## config.mk

```make
export PLATFORM = sky130hd
export DESIGN_NAME = stepper_move_controller
export DESIGN_NICKNAME = d
export VERILOG_FILES = /design/src/rtl/stpmc_pkg.sv /design/src/rtl/stepper_move_controller.sv /design/src/rtl/stpmc_div.sv /design/src/rtl/stpmc_datapath.sv /design/src/rtl/stpmc_ctrl.sv
export SDC_FILE = /design/constraint.sdc
export NUM_CORES = 2
export LEC_CHECK = 0
export ABC_AREA = 1
export BUFFER_PORTS_ARGS = -buffer_cell sky130_fd_sc_hd__buf_2
export CORE_MARGIN = 2
export CORE_UTILIZATION = 60
export CTS_BUF_LIST = sky130_fd_sc_hd__clkbuf_16
export DETAILED_ROUTE_END_ITERATION = 6
export GPL_ROUTABILITY_DRIVEN = 0
export PLACE_DENSITY = 0.87
export SYNTH_ARGS = -nofsm -noshare
export SYNTH_HDL_FRONTEND = slang
export SYNTH_SLANG_ARGS = --single-unit
export TNS_END_PERCENT = 1
```

## constraint.sdc

```tcl
create_clock -name clk -period 15.78 [get_ports clk]
set_clock_uncertainty 0.2 [all_clocks]
set_input_delay 2.367 -clock clk [delete_from_list [all_inputs] [get_ports clk]]
set_output_delay 2.367 -clock clk [all_outputs]
set_load 0.005 [all_outputs]
```

## src/rtl/stpmc_pkg.sv

```systemverilog
// ----------------------------------------------------------------------------
// stpmc_pkg
// Widths, command codes and controller/datapath interface types.
// ----------------------------------------------------------------------------
`timescale 1ns / 1ps

package stpmc_pkg;

	localparam int unsigned PERIOD_BITS_DEF = 16;
	localparam int unsigned TICK_RATE_W     = 24;
	localparam int unsigned POS_W           = 32;
	localparam int unsigned SPEED_W         = 24;
	localparam int unsigned TIME_W          = 24;
	localparam int unsigned FRAME_W         = 8;
	localparam int unsigned CMD_W           = 3;
	localparam int unsigned MULT_W          = 10;
	// mag * 1000 stays below 2^41
	localparam int unsigned DIV_W           = 42;
	localparam int unsigned IN_W            = 88;
	localparam int unsigned OUT_W           = 72;

	localparam logic [TICK_RATE_W-1:0] TICK_RATE_RESET = 24'd9000000;
	localparam logic [MULT_W-1:0]      MS_PER_SECOND   = 10'd1000;

	localparam logic [CMD_W-1:0] CMD_TICK   = 3'd0;
	localparam logic [CMD_W-1:0] CMD_JOG    = 3'd1;
	localparam logic [CMD_W-1:0] CMD_ARRIVE = 3'd2;
	localparam logic [CMD_W-1:0] CMD_FRAME  = 3'd3;
	localparam logic [CMD_W-1:0] CMD_ZERO   = 3'd4;

	typedef enum logic [1:0] {
		SPD_SRC_SPEED,
		SPD_SRC_PROD,
		SPD_SRC_QUO
	} spd_src_t;

	typedef enum logic {
		DIV_ARRIVE,
		DIV_PERIOD
	} div_op_t;

	typedef struct packed {
		logic     load_in;
		logic     exec;
		logic     mul;
		logic     ld_spd;
		spd_src_t spd_src;
		logic     div_start;
		div_op_t  div_op;
		logic     start_move;
		logic     load_out;
		logic     err;
	} dp_cmd_t;

	typedef struct packed {
		logic [CMD_W-1:0] cmd;
		logic             mag_zero;
		logic             time_zero;
		logic             spd_zero;
		logic             div_done;
	} dp_stat_t;

endpackage

```

## src/rtl/stepper_move_controller.sv

```systemverilog
// ----------------------------------------------------------------------------
// stepper_move_controller
// Step/direction generator: base ticks advance the move, commands set it up.
//
// Channel  Dir  Handshake          Payload
// cfg      in   cfg_we             cfg_wdata: tick_rate
// s        in   s_tvalid/s_tready  s_tuser: cmd; s_tdata: goal..fps
// m        out  m_tvalid/m_tready  m_tdata: step_pulse..speed_error
//
// Tick, zero and unused codes: accept, execute and result steps per item.
// Jog: period divide; frame: multiply, period divide; arrive: multiply, speed
// divide, period divide, on the shared one-bit-per-cycle divider (DIV_W = 42).
// Next item is taken while the result register still waits on m_tready;
// a stalled result holds the sequencer in its final step.
// Reset: position 0, direction forward, no move, tick_rate 9000000.
// ----------------------------------------------------------------------------
`timescale 1ns / 1ps

module stepper_move_controller #(
	parameter int unsigned PERIOD_BITS = stpmc_pkg::PERIOD_BITS_DEF
) (
	input  logic                              clk,
	input  logic                              arst_n,
	input  logic                              cfg_we,
	input  logic [stpmc_pkg::TICK_RATE_W-1:0] cfg_wdata,
	input  logic                              s_tvalid,
	output logic                              s_tready,
	// [31:0] goal, [55:32] speed, [79:56] time_ms, [87:80] fps
	input  logic [stpmc_pkg::IN_W-1:0]        s_tdata,
	// [2:0] cmd
	input  logic [stpmc_pkg::CMD_W-1:0]       s_tuser,
	output logic                              m_tvalid,
	input  logic                              m_tready,
	// [0] step_pulse, [1] dir, [33:2] position, [34] moving,
	// [66:35] remaining, [67] speed_error, [71:68] zero
	output logic [stpmc_pkg::OUT_W-1:0]       m_tdata
);

	stpmc_pkg::dp_cmd_t  dp_cmd;
	stpmc_pkg::dp_stat_t dp_stat;

	stpmc_ctrl u_ctrl (
		.clk      (clk),
		.arst_n   (arst_n),
		.s_tvalid (s_tvalid),
		.s_tready (s_tready),
		.m_tvalid (m_tvalid),
		.m_tready (m_tready),
		.stat     (dp_stat),
		.cmd      (dp_cmd)
	);

	stpmc_datapath #(
		.PERIOD_BITS (PERIOD_BITS)
	) u_dp (
		.clk       (clk),
		.arst_n    (arst_n),
		.cfg_we    (cfg_we),
		.cfg_wdata (cfg_wdata),
		.in_data   (s_tdata),
		.in_cmd    (s_tuser),
		.cmd       (dp_cmd),
		.stat      (dp_stat),
		.out_data  (m_tdata)
	);

endmodule

```

## src/rtl/stpmc_div.sv

```systemverilog
// ----------------------------------------------------------------------------
// stpmc_div
// Restoring unsigned divider, one quotient bit per cycle.
// ----------------------------------------------------------------------------
`timescale 1ns / 1ps

module stpmc_div #(
	parameter int unsigned W = stpmc_pkg::DIV_W
) (
	input  logic         clk,
	input  logic         arst_n,
	input  logic         start,
	input  logic [W-1:0] dividend,
	input  logic [W-1:0] divisor,
	output logic         done,
	output logic [W-1:0] quotient
);

	localparam int unsigned CW = $clog2(W);

	logic          busy_q;
	logic          done_q;
	logic [CW-1:0] cnt_q;
	logic [W-1:0]  rem_q;
	logic [W-1:0]  quo_q;
	logic [W-1:0]  dvs_q;

	logic [W:0]    shifted;
	logic [W:0]    trial;
	logic          ge;

	assign shifted = {rem_q, quo_q[W-1]};
	assign ge      = shifted >= {1'b0, dvs_q};
	assign trial   = shifted - {1'b0, dvs_q};

	always_ff @(posedge clk or negedge arst_n) begin
		if (!arst_n) begin
			busy_q <= 1'b0;
			done_q <= 1'b0;
			cnt_q  <= '0;
		end else begin
			done_q <= 1'b0;
			if (start) begin
				busy_q <= 1'b1;
				cnt_q  <= CW'(W - 1);
			end else if (busy_q) begin
				if (cnt_q == '0) begin
					busy_q <= 1'b0;
					done_q <= 1'b1;
				end else begin
					cnt_q <= cnt_q - 1'b1;
				end
			end
		end
	end

	always_ff @(posedge clk) begin
		if (start) begin
			rem_q <= '0;
			quo_q <= dividend;
			dvs_q <= divisor;
		end else if (busy_q) begin
			// remainder stays below the divisor, so the top bit drops out
			rem_q <= ge ? trial[W-1:0] : shifted[W-1:0];
			quo_q <= {quo_q[W-2:0], ge};
		end
	end

	assign done     = done_q;
	assign quotient = quo_q;

endmodule

```

## src/rtl/stpmc_datapath.sv

```systemverilog
// ----------------------------------------------------------------------------
// stpmc_datapath
// Position, step count and period state, speed/period arithmetic, result reg.
// ----------------------------------------------------------------------------
`timescale 1ns / 1ps

module stpmc_datapath #(
	parameter int unsigned PERIOD_BITS = stpmc_pkg::PERIOD_BITS_DEF
) (
	input  logic                                clk,
	input  logic                                arst_n,
	input  logic                                cfg_we,
	input  logic [stpmc_pkg::TICK_RATE_W-1:0]   cfg_wdata,
	input  logic [stpmc_pkg::IN_W-1:0]          in_data,
	input  logic [stpmc_pkg::CMD_W-1:0]         in_cmd,
	input  stpmc_pkg::dp_cmd_t                  cmd,
	output stpmc_pkg::dp_stat_t                 stat,
	output logic [stpmc_pkg::OUT_W-1:0]         out_data
);

	localparam int unsigned DW = stpmc_pkg::DIV_W;
	localparam int unsigned PW = stpmc_pkg::POS_W;
	localparam logic [DW-1:0] PMAX = {{(DW - PERIOD_BITS){1'b0}}, {PERIOD_BITS{1'b1}}};
	localparam int unsigned PAD_W = stpmc_pkg::OUT_W - (2 * PW + 4);

	// latched input item
	logic [stpmc_pkg::CMD_W-1:0]       cmd_q;
	logic [PW-1:0]                     goal_q;
	logic [stpmc_pkg::SPEED_W-1:0]     speed_q;
	logic [stpmc_pkg::TIME_W-1:0]      time_q;
	logic [stpmc_pkg::FRAME_W-1:0]     frame_q;

	// motion state
	logic [stpmc_pkg::TICK_RATE_W-1:0] tick_rate_q;
	logic [PW-1:0]                     pos_q;
	logic [PW-1:0]                     steps_q;
	logic                              dir_q;
	logic [PERIOD_BITS-1:0]            reload_q;
	logic [PERIOD_BITS-1:0]            count_q;

	// move set-up
	logic [PW-1:0]                     mag_q;
	logic [DW-1:0]                     prod_q;
	logic [DW-1:0]                     spd_q;
	logic                              pulse_q;
	logic [stpmc_pkg::OUT_W-1:0]       out_q;

	logic [PW-1:0]                     delta;
	logic [PW-1:0]                     mag;
	logic [stpmc_pkg::MULT_W-1:0]      mult;
	logic [DW-1:0]                     div_dividend;
	logic [DW-1:0]                     div_divisor;
	logic                              div_done;
	logic [DW-1:0]                     quo;
	logic [DW-1:0]                     quo_m1;
	logic [PERIOD_BITS-1:0]            period_nxt;

	assign delta = goal_q - pos_q;
	assign mag   = delta[PW-1] ? (PW'(0) - delta) : delta;
	assign mult  = (cmd_q == stpmc_pkg::CMD_ARRIVE) ? stpmc_pkg::MS_PER_SECOND
	                                                : {2'b00, frame_q};

	assign div_dividend = (cmd.div_op == stpmc_pkg::DIV_ARRIVE) ? prod_q : DW'(tick_rate_q);
	assign div_divisor  = (cmd.div_op == stpmc_pkg::DIV_ARRIVE) ? DW'(time_q) : spd_q;

	stpmc_div #(
		.W (DW)
	) u_div (
		.clk      (clk),
		.arst_n   (arst_n),
		.start    (cmd.div_start),
		.dividend (div_dividend),
		.divisor  (div_divisor),
		.done     (div_done),
		.quotient (quo)
	);

	// period = tick_rate / speed - 1, clamped to [0, 2^PERIOD_BITS - 1]
	assign quo_m1 = quo - 1'b1;
	always_comb begin
		if (quo == '0)
			period_nxt = '0;
		else if (quo_m1 > PMAX)
			period_nxt = PMAX[PERIOD_BITS-1:0];
		else
			period_nxt = quo_m1[PERIOD_BITS-1:0];
	end

	assign stat.cmd       = cmd_q;
	assign stat.mag_zero  = (mag == '0);
	assign stat.time_zero = (time_q == '0);
	assign stat.spd_zero  = (spd_q == '0);
	assign stat.div_done  = div_done;

	always_ff @(posedge clk or negedge arst_n) begin
		if (!arst_n) begin
			tick_rate_q <= stpmc_pkg::TICK_RATE_RESET;
			pos_q       <= '0;
			steps_q     <= '0;
			dir_q       <= 1'b1;
			reload_q    <= '0;
			count_q     <= '0;
		end else begin
			if (cfg_we)
				tick_rate_q <= cfg_wdata;
			if (cmd.exec) begin
				case (cmd_q)
					stpmc_pkg::CMD_TICK: begin
						if (steps_q != '0) begin
							if (count_q >= reload_q) begin
								count_q <= '0;
								pos_q   <= dir_q ? (pos_q + 1'b1) : (pos_q - 1'b1);
								steps_q <= steps_q - 1'b1;
							end else begin
								count_q <= count_q + 1'b1;
							end
						end
					end
					stpmc_pkg::CMD_JOG, stpmc_pkg::CMD_ARRIVE, stpmc_pkg::CMD_FRAME: begin
						steps_q <= '0;
						count_q <= '0;
						dir_q   <= ~delta[PW-1];
					end
					stpmc_pkg::CMD_ZERO: begin
						steps_q <= '0;
						count_q <= '0;
						pos_q   <= '0;
					end
					default: ;
				endcase
			end
			if (cmd.start_move) begin
				reload_q <= period_nxt;
				steps_q  <= mag_q;
				count_q  <= '0;
			end
		end
	end

	always_ff @(posedge clk) begin
		if (cmd.load_in) begin
			cmd_q   <= in_cmd;
			goal_q  <= in_data[31:0];
			speed_q <= in_data[55:32];
			time_q  <= in_data[79:56];
			frame_q <= in_data[87:80];
		end
		if (cmd.exec) begin
			mag_q   <= mag;
			pulse_q <= (cmd_q == stpmc_pkg::CMD_TICK) && (steps_q != '0)
			           && (count_q >= reload_q);
		end
		if (cmd.mul)
			prod_q <= DW'(mag_q) * DW'(mult);
		if (cmd.ld_spd) begin
			case (cmd.spd_src)
				stpmc_pkg::SPD_SRC_SPEED: spd_q <= DW'(speed_q);
				stpmc_pkg::SPD_SRC_PROD:  spd_q <= prod_q;
				default:                  spd_q <= quo;
			endcase
		end
		if (cmd.load_out)
			out_q <= {{PAD_W{1'b0}}, cmd.err, steps_q, (steps_q != '0), pos_q, dir_q, pulse_q};
	end

	assign out_data = out_q;

endmodule

```

## src/rtl/stpmc_ctrl.sv

```systemverilog
// ----------------------------------------------------------------------------
// stpmc_ctrl
// Sequencer: input handshake, move set-up steps, result register valid.
// ----------------------------------------------------------------------------
`timescale 1ns / 1ps

module stpmc_ctrl (
	input  logic                clk,
	input  logic                arst_n,
	input  logic                s_tvalid,
	output logic                s_tready,
	output logic                m_tvalid,
	input  logic                m_tready,
	input  stpmc_pkg::dp_stat_t stat,
	output stpmc_pkg::dp_cmd_t  cmd
);

	typedef enum logic [2:0] {
		ST_IDLE,
		ST_EXEC,
		ST_MUL,
		ST_AFTER_MUL,
		ST_WAIT_ARR,
		ST_CHECK,
		ST_WAIT_PER,
		ST_FIN
	} state_t;

	state_t state_q;
	logic   out_valid_q;
	logic   err_q;
	logic   out_free;

	assign out_free = !out_valid_q || m_tready;
	assign s_tready = (state_q == ST_IDLE);
	assign m_tvalid = out_valid_q;

	always_comb begin
		cmd         = '0;
		cmd.spd_src = stpmc_pkg::SPD_SRC_SPEED;
		cmd.div_op  = stpmc_pkg::DIV_ARRIVE;
		cmd.err     = err_q;
		unique case (state_q)
			ST_IDLE: cmd.load_in = s_tvalid;
			ST_EXEC: begin
				cmd.exec   = 1'b1;
				cmd.ld_spd = (stat.cmd == stpmc_pkg::CMD_JOG) && !stat.mag_zero;
			end
			ST_MUL: cmd.mul = 1'b1;
			ST_AFTER_MUL: begin
				if (stat.cmd == stpmc_pkg::CMD_ARRIVE) begin
					cmd.div_start = 1'b1;
				end else begin
					cmd.ld_spd  = 1'b1;
					cmd.spd_src = stpmc_pkg::SPD_SRC_PROD;
				end
			end
			ST_WAIT_ARR: begin
				cmd.ld_spd  = stat.div_done;
				cmd.spd_src = stpmc_pkg::SPD_SRC_QUO;
			end
			ST_CHECK: begin
				cmd.div_start = !stat.spd_zero;
				cmd.div_op    = stpmc_pkg::DIV_PERIOD;
			end
			ST_WAIT_PER: cmd.start_move = stat.div_done;
			ST_FIN:      cmd.load_out   = out_free;
			default: ;
		endcase
	end

	always_ff @(posedge clk or negedge arst_n) begin
		if (!arst_n) begin
			state_q     <= ST_IDLE;
			out_valid_q <= 1'b0;
			err_q       <= 1'b0;
		end else begin
			if (cmd.load_out)
				out_valid_q <= 1'b1;
			else if (m_tready)
				out_valid_q <= 1'b0;

			unique case (state_q)
				ST_IDLE: begin
					if (s_tvalid)
						state_q <= ST_EXEC;
				end
				ST_EXEC: begin
					err_q <= 1'b0;
					unique case (stat.cmd)
						stpmc_pkg::CMD_JOG: state_q <= stat.mag_zero ? ST_FIN : ST_CHECK;
						stpmc_pkg::CMD_FRAME: state_q <= stat.mag_zero ? ST_FIN : ST_MUL;
						stpmc_pkg::CMD_ARRIVE: begin
							if (stat.mag_zero) begin
								state_q <= ST_FIN;
							end else if (stat.time_zero) begin
								err_q   <= 1'b1;
								state_q <= ST_FIN;
							end else begin
								state_q <= ST_MUL;
							end
						end
						default: state_q <= ST_FIN;
					endcase
				end
				ST_MUL: state_q <= ST_AFTER_MUL;
				ST_AFTER_MUL: begin
					state_q <= (stat.cmd == stpmc_pkg::CMD_ARRIVE) ? ST_WAIT_ARR : ST_CHECK;
				end
				ST_WAIT_ARR: begin
					if (stat.div_done)
						state_q <= ST_CHECK;
				end
				ST_CHECK: begin
					if (stat.spd_zero) begin
						err_q   <= 1'b1;
						state_q <= ST_FIN;
					end else begin
						state_q <= ST_WAIT_PER;
					end
				end
				ST_WAIT_PER: begin
					if (stat.div_done)
						state_q <= ST_FIN;
				end
				ST_FIN: begin
					if (out_free)
						state_q <= ST_IDLE;
				end
				default: state_q <= ST_IDLE;
			endcase
		end
	end

endmodule

```

==> metrics.txt <==
Critical Path RT=15.96 ns; vias in the first global route=34400; Routed WL=113000 um; violated checks=design-rule violations; R2R Setup Slk=between 7 and 8 ns; most frequent cells in the layout=nand2_1 (1002), inv_1 (872), nor2_1 (481); Hold-fix buffers, CTS=0; WHS Endpoint=u_dp.out_data[0]; worst-margin pin slew=between 1 and 1.5 ns; Skew-Pair Late Insertion Delay=0.65 ns; Worst R2R Start=u_dp.cmd_q[1]; cells after synthesis=4726; mapped cell area=39500 um^2; Initial Util=0.603; max-cap check violation count=0; initial antenna violation count=8; Critical Path End Type=register; worst path arrival time=8.49 ns; min-delay src=u_dp.pulse_q; share of layout cells above drive strength 1=0.0771; GR Overflow Total=0; EDFF count, synth=360; relative slew slack=0.0905; sequential cell area fraction in the yosys report=0.380; CTS tree=built; Port Buf Inserts=189; P&R area growth vs syn=9.10%; Synth Flop Type=edfxtp_1; DRT iter0 DRCs=~4500; TritonCTS Buffers=57; asr flop ratio synth=0.250; Most common cell on crit path=inv_1; slowest CP cell=inv_1; Core ar.=65500 um^2; endpoints failing setup=0; Synth top area share=0.273; ranking of synthesized cells by area=edfxtp_1 (27%), fa_1 (12%), nand2_1 (9.5%); via count=between 30000 and 40000; Ys Warns=0; H-tree Lvls=2; most common cell after layout, fill and taps aside=nand2_1; RSZ-0062 raised after global routing=no; status=complete, but fails checks; Seq cells post-synth=536; Clock Tree Root=clkbuf_16; Fill cells=4927; first-pass GRT wire length=178000 um; worst reg2reg endpoint=u_dp.prod_q[41]; hold crit path type=reg -> reg; drt pass-1 iters=7; Post-Syn Area per Cell=between 8 and 9 um^2; library cells used by synthesis=63; routed length per instance=19.5 um; Residual DRC=1; Die Ht=261 um; Worst R2R Path Depth=32; final hold vios=0; fin crit period=8.30 ns; pin count of the biggest net entering global routing=89; # Post-CTS Setup Buffers=0; worst-case clock buffer depth=3; critical path class=reg -> reg; highest cell delay on the worst timing path=0.65 ns; crit path max fanout=23; Antenna Nets Post-Route=0; hold path depth=0; leading area contributor after synthesis=edfxtp_1; Top Ports=194; Die X=261 um; Max Freq=roughly 120 MHz; Register Area=15000 um^2; max-slew violations=0; # resized after CTS=0; CP startpoint kind=register; die area=67900 um^2; CTS sink count=536; final worst path period share=0.526; # nets final=~5400; hpwl dp=approximately 84000 um; setup TNS=0 ns; placement row count=94; vias per cell=between 5 and 6; clk slew on worst S/H paths=0.06 ns; Multi-input gate area=20700 um^2; aggregate global-route resource usage=0.334
-- routing by layer --
metal	wire, um	global-route usage	up-vias
met4	7430	0.190	4
met5	94	0.00926	-
met3	14000	0.0928	533
li1	-	-	15600
met1	40900	0.414	16000
met2	50300	0.525	2313
-- per-stage QoR --
stage	setup slack, ns	hold slack, ns	instances	cell area, um^2	utilization
global route	6.97	0.224	5786	43100	0.658
CTS	7.69	0.221	5780	43100	0.658
finish	7.48	0.220	5786	43100	0.658
global placement	8.06	0.205	5672	41200	0.629
floorplan	8.87	0.200	4729	39500	-
detailed placement	7.72	0.207	5672	41200	0.629
-- Yosys cell counts, types with 17 or more instances --
| master | number |
|---|---|
| nand2_1 | 1005 |
| xor2_1 | 90 |
| nor3_1 | 45 |
| xnor2_1 | 48 |
| clkbuf_1 | 88 |
| edfxtp_1 | 360 |
| a31oi_1 | 24 |
| inv_1 | 862 |
| nor2_2 | 17 |
| dfrtp_1 | 126 |
| o21ai_0 | 227 |
| nand4_1 | 38 |
| o22ai_1 | 85 |
| ha_1 | 205 |
| a22oi_1 | 18 |
| nor2_1 | 484 |
| nor4_1 | 32 |
| o21ai_1 | 34 |
| nand3_1 | 164 |
| dfxtp_1 | 42 |
| o211ai_1 | 64 |
| fa_1 | 240 |
| a21oi_1 | 206 |
-- worst max-delay path by stage --
stage | startpoint | endpoint | slack (ns) | cells after the start
after floorplan | s_tvalid | u_dp.cmd_q[0] | 8.87 | 2
after global placement | u_dp.cmd_q[1] | u_dp.prod_q[41] | 8.06 | 33
after detailed placement | u_dp.cmd_q[2] | u_dp.prod_q[41] | 7.72 | 30
after CTS | u_dp.cmd_q[2] | u_dp.prod_q[41] | 7.69 | 30
after global routing | u_dp.cmd_q[2] | u_dp.prod_q[41] | 6.97 | 30
final | u_dp.cmd_q[1] | u_dp.prod_q[41] | 7.48 | 32
-- flip-flops by register name, indices dropped and copies added (netlist names), 16 cells and up --
name                 flops
u_dp.steps_q            32
u_dp.goal_q             32
u_dp.time_q             24
u_dp.out_data           68
u_dp.u_div.quotient     42
u_dp.spd_q              42
u_dp.u_div.dvs_q        42
u_dp.count_q            16
u_dp.reload_q           16
u_dp.tick_rate_q        24
u_dp.prod_q             42
u_dp.pos_q              32
u_dp.speed_q            24
u_dp.u_div.rem_q        42
u_dp.mag_q              32
-- cell type report --
cell class	count	share of cell area
well taps	864	0.0251
flip-flops and latches	536	0.348
repair buffers	205	0.0249
clock buffers	61	0.0354
inverters	880	0.0766
diodes	6	0.000348
clock inverters	47	0.00867
multi-input cells	3187	0.481
-- worst max-delay path: cells and delay by family, from the launching register on --
kind / cells / cell delay (ns)
flops: 1 / 0.39
fa+ha+maj: 6 / 2.94
xor+xnor: 1 / 0.13
compound gates: 8 / 1.51
buf+inv: 9 / 1.72
simple gates: 8 / 1.16
-- cell families after synthesis --
kind of cell,synth area share
xor gates and xnor gates,0.0310
AOI/OAI and AO/OA,0.112
adders and majority gates,0.186
other,0.0000949
and+or+nand+nor,0.193
DFF,0.380
buffers and inverters,0.0972
Power is left out: the tool's default activity adds up to more than one toggle a clock period on the data nets, which glitch-free logic cannot reach.
